[src/sv/matrix4_inverse_core_assert.svh]
// Assertion macros for the 4x4 matrix inverse core.
// Used by the top level only; expects clk and rst in scope.
`ifndef MATRIX4_INVERSE_CORE_ASSERT_SVH
`define MATRIX4_INVERSE_CORE_ASSERT_SVH

// Same-cycle implication, switched off during reset.
`define M4INV_ASSERT_IMPL(name, ante, cons, msg) \
  name: assert property (@(posedge clk) disable iff (rst) (ante) |-> (cons)) \
    else $error(msg);

// Next-cycle implication, switched off during reset.
`define M4INV_ASSERT_NEXT(name, ante, cons, msg) \
  name: assert property (@(posedge clk) disable iff (rst) (ante) |=> (cons)) \
    else $error(msg);

`endif

[src/sv/m4inv_pkg.sv]
// Shared types, constants and helper functions of the 4x4 matrix inverse core.
// No dependencies; used by every module of the block.
package m4inv_pkg;

  localparam int FRAC_BITS_DEF  = 16;
  localparam int WORD_WIDTH_DEF = 32;
  localparam int ELEM_W         = 32;
  // 3x3 minors of 32-bit elements stay below 2^96; the determinant below 2^129.
  localparam int COF_W          = 100;
  localparam int DET_W          = 132;
  localparam int N_LANES        = 4;
  localparam int LAST_TERM      = 5;
  localparam int LAST_ROW       = 3;

  typedef enum logic [3:0] {
    L_IDLE, L_COF, L_DETT, L_WAIT, L_DSET, L_DCHK, L_DIV, L_DEND, L_DONE
  } lane_state_t;

  typedef enum logic [1:0] {M_IDLE, M_SUM, M_FIN, M_GO} merge_state_t;

  typedef enum logic [1:0] {T_LOAD, T_BUSY, T_OUT} top_state_t;

  typedef struct packed {
    logic term_valid;
    logic done;
  } lane_stat_t;

  typedef struct packed {
    logic             go;
    logic             singular;
    logic             neg;
    logic [DET_W-1:0] mag;
  } det_ctl_t;

  // Index i of a minor mapped back to the full matrix, skipping excl.
  function automatic logic [1:0] minor_idx(input logic [1:0] i, input logic [1:0] excl);
    minor_idx = (i < excl) ? i : i + 2'd1;
  endfunction

  // Minor column used by minor row i in term t of the 3x3 expansion.
  function automatic logic [1:0] term_col(input logic [2:0] t, input logic [1:0] i);
    logic [5:0] p;
    case (t)
      3'd0: p = {2'd2, 2'd1, 2'd0};
      3'd1: p = {2'd1, 2'd2, 2'd0};
      3'd2: p = {2'd2, 2'd0, 2'd1};
      3'd3: p = {2'd0, 2'd2, 2'd1};
      3'd4: p = {2'd1, 2'd0, 2'd2};
      3'd5: p = {2'd0, 2'd1, 2'd2};
      default: p = {2'd2, 2'd1, 2'd0};
    endcase
    term_col = p[2*i +: 2];
  endfunction

  // Odd permutations enter the 3x3 determinant negated.
  function automatic logic term_neg(input logic [2:0] t);
    term_neg = (t == 3'd1) || (t == 3'd2) || (t == 3'd5);
  endfunction

endpackage

[src/sv/m4inv_merge.sv]
// Merging stage: sums the lane determinant terms, rounds the determinant
// word and hands magnitude and sign back to the lanes. Depends on m4inv_pkg.
module m4inv_merge #(
  parameter int FRAC_BITS  = m4inv_pkg::FRAC_BITS_DEF,
  parameter int WORD_WIDTH = m4inv_pkg::WORD_WIDTH_DEF
) (
  input  logic                               clk,
  input  logic                               rst,
  input  m4inv_pkg::lane_stat_t              stat [m4inv_pkg::N_LANES],
  input  logic signed [m4inv_pkg::DET_W-1:0] term [m4inv_pkg::N_LANES],
  output m4inv_pkg::det_ctl_t                ctl,
  output logic [31:0]                        det_out
);

  localparam int DET_W = m4inv_pkg::DET_W;

  m4inv_pkg::merge_state_t state, state_next;

  logic signed [DET_W-1:0] s01, s23, det;
  logic [DET_W-1:0]        mag, det_abs, qround, lim, mag_s;
  logic                    neg, sing, all_valid;
  logic [63:0]             res;

  assign all_valid = stat[0].term_valid & stat[1].term_valid &
                     stat[2].term_valid & stat[3].term_valid;

  // Determinant word: round half away from zero, then clamp.
  always_comb begin
    det_abs = det[DET_W-1] ? DET_W'(-det) : DET_W'(det);
    qround  = (det_abs + (DET_W'(1) << (3*FRAC_BITS - 1))) >> (3*FRAC_BITS);
    lim     = (DET_W'(1) << (WORD_WIDTH - 1)) - (det[DET_W-1] ? DET_W'(0) : DET_W'(1));
    mag_s   = (qround > lim) ? lim : qround;
    res     = det[DET_W-1] ? 64'd0 - 64'(mag_s) : 64'(mag_s);
  end

  always_ff @(posedge clk) begin
    if (rst) begin
      state <= m4inv_pkg::M_IDLE;
    end else begin
      state <= state_next;
    end
  end

  always_comb begin
    state_next = state;
    case (state)
      m4inv_pkg::M_IDLE: if (all_valid) state_next = m4inv_pkg::M_SUM;
      m4inv_pkg::M_SUM:  state_next = m4inv_pkg::M_FIN;
      m4inv_pkg::M_FIN:  state_next = m4inv_pkg::M_GO;
      m4inv_pkg::M_GO:   state_next = m4inv_pkg::M_IDLE;
      default:           state_next = m4inv_pkg::M_IDLE;
    endcase
    ctl.go       = (state == m4inv_pkg::M_GO);
    ctl.singular = sing;
    ctl.neg      = neg;
    ctl.mag      = mag;
  end

  always_ff @(posedge clk) begin
    case (state)
      m4inv_pkg::M_IDLE: begin
        s01 <= term[0] + term[1];
        s23 <= term[2] + term[3];
      end
      m4inv_pkg::M_SUM: det <= s01 + s23;
      m4inv_pkg::M_FIN: begin
        mag     <= det_abs;
        neg     <= det[DET_W-1];
        sing    <= (det == '0);
        det_out <= res[31:0];
      end
      default: ;
    endcase
  end

endmodule

[config.mk]
export PLATFORM = sky130hd
export DESIGN_NAME = m4inv_merge
export DESIGN_NICKNAME = d
export VERILOG_FILES = /design/src/sv/matrix4_inverse_core_assert.svh /design/src/sv/m4inv_pkg.sv /design/src/sv/m4inv_merge.sv
export SDC_FILE = /design/constraint.sdc
export NUM_CORES = 2
export LEC_CHECK = 0
export BUFFER_PORTS_ARGS = -buffer_cell sky130_fd_sc_hd__buf_2
export CORE_MARGIN = 5
export CORE_UTILIZATION = 50
export CTS_BUF_LIST = sky130_fd_sc_hd__clkbuf_4 sky130_fd_sc_hd__clkbuf_8
export CTS_CLUSTER_SIZE = 14
export DETAILED_ROUTE_END_ITERATION = 16
export HOLD_SLACK_MARGIN = 0.12
export PLACE_DENSITY = 0.74
export SYNTH_ARGS = -nofsm -noshare
export SYNTH_HDL_FRONTEND = slang
export SYNTH_SLANG_ARGS = --single-unit
[constraint.sdc]
create_clock -name clk -period 8.95 [get_ports clk]
set_input_delay 0.4475 -clock clk [delete_from_list [all_inputs] [get_ports clk]]
set_output_delay 0.4475 -clock clk [all_outputs]
set_load 0.02 [all_outputs]
# ---- Yosys cells after proc, flatten, opt, wreduce, memory -nomap -nowiden
# Cells that the tools add are included.
# W data, S select, Z words.
dict set report word_totals {
  reg_bits 564
  output_inout_bits 167
  elab_cells 31
  input_bits 538
}
dict set report classes {
  muxes 6
  n_lt_le_gt_ge 1
  n_addsub 7
  bitwise 3
  eq_ne 4
  n_reduce_logical 2
}
# operator n
set ops {}
lappend ops {{$add A132 B132 Y132} 3}
lappend ops {{$add A132 B48 Y132 const B} 1}
lappend ops {{$gt A84 B132 Y1} 1}
lappend ops {{$logic_not A132 Y1} 1}
lappend ops {{$mux W132} 1}
lappend ops {{$neg A132 Y132} 1}
lappend ops {{$mux W32} 2}
lappend ops {{$sub A32 B1 Y33 const A} 1}
lappend ops {{$sub A1 B32 Y32 const A} 1}
lappend ops {{$pmux W2 S4} 1}
lappend ops {{$eq A2 B2 Y1 const B} 2}
lappend ops {{$and A1 B1 Y1} 3}
lappend ops {{$eq A2 B1 Y1 const B} 1}
lappend ops {{$logic_not A2 Y1} 1}
lappend ops {{$mux W2} 1}
lappend ops {{$ne A2 B2 Y1 const B} 1}
lappend ops {{$mux W1} 1}

# ---- Logic depth before layout (Yosys ltp)
dict set report logic_depth {
  ltp_word 7
  mapped_depth 43
}

# ---- Least setup slack after synthesis
# OpenSTA, ideal clock, no wires.
dict set report synth_path {
  kind {register -> register}
  start {register det[131]}
  end {register det_out[28], data pin}
  required_time_ps 8791
  t_arrival_ps 8432
  stages_incl_launch_ff 40
  setup_slack_ps 360
  setup_time_ps 159
  cell_sequence {edfxtp_1 > clkbuf_1 > buf_2 > buf_1 > clkbuf_1 > buf_1 > clkbuf_1 > clkbuf_1 > clkbuf_1 > clkbuf_1 > nand2_1 > xor2_1 > inv_1 > xnor2_1 > inv_1 > ha_1 > a21o_1 > a21o_1 > (+4 left out) > nor4_1 > a31oi_1 > nor2_1 > and4_1 > nand4_1 > nor4_4 > nand3_2 > clkbuf_1 > o21bai_1 > ha_1 > and3_1 > nand4_1 > nor2_1 > and3_1 > clkbuf_1 > nand4_1 > a31o_2 > a22oi_1}
}
# item line
set synth_rtl {}
lappend synth_rtl {{start: declaration} m4inv_merge.sv:19} ;# logic signed [DET_W-1:0] s01, s23, det;
lappend synth_rtl {{start signal: assignment} m4inv_merge.sv:65} ;# m4inv_pkg::M_SUM: det <= s01 + s23;
lappend synth_rtl {{$mux W132 (*)} m4inv_merge.sv:29} ;# det_abs = det[DET_W-1] ? DET_W'(-det) : DET_W'(det);
lappend synth_rtl {{via det_abs[70]} m4inv_merge.sv:20} ;# logic [DET_W-1:0] mag, det_abs, qround, lim, mag_s;
lappend synth_rtl {{$add A132 B48 Y132 (*)} m4inv_merge.sv:30} ;# qround = (det_abs + (DET_W'(1) << (3*FRAC_BITS - 1))) >> (3*FRAC_BITS);
lappend synth_rtl {{$gt A84 B132 Y1} m4inv_merge.sv:32} ;# mag_s = (qround > lim) ? lim : qround;
lappend synth_rtl {{$mux W32 (*)} m4inv_merge.sv:32}
lappend synth_rtl {{$sub A1 B32 Y32} m4inv_merge.sv:33} ;# res = det[DET_W-1] ? 64'd0 - 64'(mag_s) : 64'(mag_s);
lappend synth_rtl {{$mux W32 (*)} m4inv_merge.sv:33}
lappend synth_rtl {{via res[28]} m4inv_merge.sv:22} ;# logic [63:0] res;
lappend synth_rtl {{end signal: assignment} m4inv_merge.sv:70} ;# det_out <= res[31:0];
lappend synth_rtl {{end: declaration} m4inv_merge.sv:12} ;# output logic [31:0] det_out
# Mark *: on every way through the listed nets, which the timed path passes. The rest lies on a longest branch.
# A chain may end at the register's enable or synchronous reset.

# ---- Worst setup path in the final report
dict set report layout_path {
  start {register det[6]}
  end {register det_out[30], data pin}
}
dict set report layout_via {
  elab_chain_cells 7
}
# item line
set layout_lines {}
lappend layout_lines {{$neg A132 Y132} m4inv_merge.sv:29}
lappend layout_lines {{$mux W132 (*)} m4inv_merge.sv:29}
lappend layout_lines {{$add A132 B48 Y132 (*)} m4inv_merge.sv:30}
lappend layout_lines {{$gt A84 B132 Y1} m4inv_merge.sv:32}
lappend layout_lines {{$mux W32 (*)} m4inv_merge.sv:32}
lappend layout_lines {{$sub A1 B32 Y32} m4inv_merge.sv:33}
lappend layout_lines {{$mux W32 (*)} m4inv_merge.sv:33}
lappend layout_lines {{via res[30]} m4inv_merge.sv:22}
# Marked as above.

==> impl.org <==
** Worst setup path
- Kind of start point of the critical path :: flip-flop
- For this run, the slowest stage of the critical path takes 0.62 ns.
- Classification of the worst setup path :: reg2reg
- At the worst endpoint, the required time is 9.39 ns.
- Critical path fanouts, max :: 6
- STA classifies the critical path endpoint as a flip-flop.
- For this design, the slowest cell found on the critical path is sky130_fd_sc_hd__or4_4.
- Data arrives at the worst endpoint at 8.92 ns.

** Floorplan
- Number of ports placed on the die boundary :: ~710
- Std-Cell Rows :: 114
- Core Box Area :: 96700 um2
- The die is roughly 320 um tall.
- The floorplan step set the die width to 322 um.
- The die covers 104000 um2.
- Starting density of the core :: 0.504

** Synthesis
- Of the synthesized area, sequential elements account for 0.347.
- During synthesis, Yosys emitted a total of 0 warnings.
- The synthesized netlist contains 110 unique library cells.
- Synthesis-stage register bit count :: ~560
- Cell Area, Synth :: 48700 um2
- In the synthesized netlist the dominant register cell turns out to be sky130_fd_sc_hd__edfxtp_1.
- Synthesized area per cell :: roughly 9 um2
- Proportion of synthesized flip-flops having asynchronous set or reset :: 0
- Post-Syn Instances :: approximately 5300
- Syn_nets :: 6316
- The synthesized design contains 562 enable-type register cells.

** Cells and area
- Area growth from synthesis to layout :: 14.9%
- Nets@finish :: 7025
- Final cell area excluding filler cells :: ~56000 um2
- Layout filler cell count :: 8747
- Measured on the finished design, the core utilization comes to 0.579.
- Of the cells placed in the final design, the portion with a size suffix greater than 1 is 0.174.

** Min path
- Type of the worst min-delay path :: in2reg

** STA
- The clock period could shrink to 8.48 ns.
- Max-slew headroom :: 0.272
- Of the available clock period, the critical path in the final layout requires 0.947.
- Based on the critical path, the design can be clocked at up to approximately 0.12 GHz.
- Fin Hold WS :: 0.169 ns
- Hold Violations, Final :: 0
- Worst clock skew on the final layout :: 0.0534 ns
- Max-slew violation total from the final report :: 0
- Setup total negative slack on the finished layout was measured at 0 ns.
- Setup violations remaining at the end of the flow were counted as 0.
- At the pin with the least slew margin, the transition time is between 1 and 1.5 ns.

** Clock network
- Clock-pin slew was measured on the worst setup and hold paths at roughly 0.060 ns.
- CTS placed an instance of sky130_fd_sc_hd__clkbuf_8 at the clock tree root.
- TritonCTS built the clock tree.
- Maximum clock path buffer count :: 3
- Clock Latency Late Sink :: 0.73 ns
- The clock tree synthesis step divided the H-tree into 3 levels.
- Clock tree synthesis found a total of 564 sinks.
- TritonCTS created 96 clock buffers.

** GRT
- Overall overflow remaining after global route :: 0
- The via count of the first global-routing pass was 42700.
- In the global route stage, overall resource usage came out at 0.289.
- The first global-routing pass estimated 240 mm of wire.
- The initial antenna violation count is 3.
- Maximum number of pins on one net before global-route repair :: 166

** Drt
- Detailed Routing Iterations Pass 1 :: 7
- Number of remaining DRC errors :: 0
- For this block, the initial DRC count from the detailed router was 4396.
- WL/cell :: 21.3 um
- Final wirelength :: roughly 160 mm
- Routed vias/inst :: 6.09
- The detailed router placed 45100 vias in this run.
- The count of nets left with antenna violations once routing finished came out at 0.

** Run status
- Outcome :: finished, final reports clean

** Place
- Once placement finished, the instance area stood at around 54000 um2.
- Count of input and output buffers :: 700
- Global placer's final weighted congestion :: roughly 1
- Sum of net half-perimeters after detailed placement :: 130 mm

** Run
- Number of max-capacitance violations reported :: 0

** Pwr
- PD cells :: 376 nW/um2
- Maximum vdd drop :: 0.343 mV
- After layout, the design draws a total of 21100 uW.
- In this run the static leakage power is ~0.023 uW.
-- per-stage QoR --
step                setup slack [ns]  instances
global route                 -0.0574       7406
CTS                           0.0977       7399
floorplan                      0.360       5342
global placement               0.412       7216
finish                         0.470       7406
detailed placement             0.160       7216
-- routing by layer --
metal  track usage  vias to the layer above  share of wire
li1              -                    21800              -
met1         0.415                    21200           0.44
met2         0.456                     1912           0.45
met3        0.0434                      224          0.080
met4        0.0845                        0          0.032
met5             0                        -              0
-- synth_stat cells (55+ instances only) --
| cell type | instances | area [um2] |
|---|---|---|
| sky130_fd_sc_hd__a21o_1 | 303 | 2270 |
| sky130_fd_sc_hd__xor2_1 | 163 | 1430 |
| sky130_fd_sc_hd__nor2_1 | 340 | 1280 |
| sky130_fd_sc_hd__xnor2_1 | 378 | 3310 |
| sky130_fd_sc_hd__a21oi_1 | 494 | 2470 |
| sky130_fd_sc_hd__edfxtp_1 | 562 | 16900 |
| sky130_fd_sc_hd__or3_1 | 55 | 344 |
| sky130_fd_sc_hd__o21bai_1 | 86 | 646 |
| sky130_fd_sc_hd__nor2b_1 | 63 | 394 |
| sky130_fd_sc_hd__o21a_1 | 56 | 420 |
| sky130_fd_sc_hd__o21ai_0 | 295 | 1480 |
| sky130_fd_sc_hd__nor4_1 | 83 | 519 |
| sky130_fd_sc_hd__ha_1 | 433 | 5420 |
| sky130_fd_sc_hd__nor3_1 | 137 | 686 |
| sky130_fd_sc_hd__nand2_1 | 385 | 1450 |
| sky130_fd_sc_hd__inv_1 | 208 | 781 |
| sky130_fd_sc_hd__nand2b_1 | 65 | 407 |
| sky130_fd_sc_hd__a31oi_1 | 69 | 432 |
| sky130_fd_sc_hd__nand4_1 | 152 | 951 |
| sky130_fd_sc_hd__nand3_1 | 145 | 726 |
| sky130_fd_sc_hd__clkbuf_1 | 159 | 597 |
| sky130_fd_sc_hd__and3_1 | 66 | 413 |
-- registers in the layout, indices dropped and copies added, names as in the netlist --
name and flops:
det 132, state 2, det_out 32, neg 1, sing 1, s01 132, mag 132, s23 132
-- where the power goes --
part	switching (uW)	total [uW]	internal, uW
clock	1110	2450	1330
sequential	918	6010	5090
combinational	7880	12600	4720
-- final cells by class --
type | count | area (um2) | share of cell area
Tap cell | 1276 | 1600 | 0.0285
Clock inverter | 61 | 543 | 0.00970
Multi-Input combinational cell | 4376 | 30400 | 0.543
Sequential cell | 564 | 16900 | 0.302
Clock buffer | 115 | 1460 | 0.0261
Inverter | 209 | 785 | 0.0140
Antenna cell | 1 | 2.50 | 0.0000447
Timing Repair Buffer | 804 | 4310 | 0.0770
-- cells in the final DEF (no fill, tap or decap), types with 56 or more instances in the layout --
cell                       instances
sky130_fd_sc_hd__buf_2           700
sky130_fd_sc_hd__nor2b_1          63
sky130_fd_sc_hd__o21ai_0         295
sky130_fd_sc_hd__nand3_1         145
sky130_fd_sc_hd__a21oi_1         494
sky130_fd_sc_hd__nand4_1         152
sky130_fd_sc_hd__nor3_1          134
sky130_fd_sc_hd__clkbuf_8         96
sky130_fd_sc_hd__nand2b_1         65
sky130_fd_sc_hd__ha_1            430
sky130_fd_sc_hd__a21o_1          303
sky130_fd_sc_hd__xnor2_1         377
sky130_fd_sc_hd__o21bai_1         86
sky130_fd_sc_hd__nor4_1           80
sky130_fd_sc_hd__inv_1           207
sky130_fd_sc_hd__a31oi_1          68
sky130_fd_sc_hd__and3_1           65
sky130_fd_sc_hd__xor2_1          163
sky130_fd_sc_hd__nand2_1         385
sky130_fd_sc_hd__nor2_1          339
sky130_fd_sc_hd__edfxtp_1        562
sky130_fd_sc_hd__buf_4            96
sky130_fd_sc_hd__o21a_1           56
-- worst paths after layout --
kind / depth (start not counted) / startpoint / to / slack [ns]
worst max-delay path: 34 / det[6] / det_out[30] / 0.47
worst min-delay path: 3 / term[395] / s01[131] / 0.17
worst max register to register: 34 / det[6] / det_out[30] / 0.47
worst min register to register: 0 / det[0] / mag[0] / 0.57
-- kinds of logic after synthesis --
logic type / Yosys count / share of synthesized area
compound gates: 1686 / 0.225
xor+xnor: 542 / 0.0975
fa+ha+maj: 436 / 0.112
buf+inv: 402 / 0.0324
flops: 564 / 0.347
mux: 16 / 0.00354
simple gates: 1696 / 0.182
-- timing repair --
item	in CTS	in global routing
hold endpoints to repair	5	0
endpoints found under the setup margin	0	9
hold buffers	7	0
buffers inserted	0	6
resized for setup	0	16
-- critical path, delay by kind of cell, from the launching register on --
kind	cells	cell delay, ns
flops	1	0.48
buf+inv	1	0.16
compound gates	6	0.90
mux	1	0.28
simple gates	23	5.62
fa+ha+maj	2	0.60
xor+xnor	1	0.14
No activity file was read; power rests on OpenSTA's default activity.
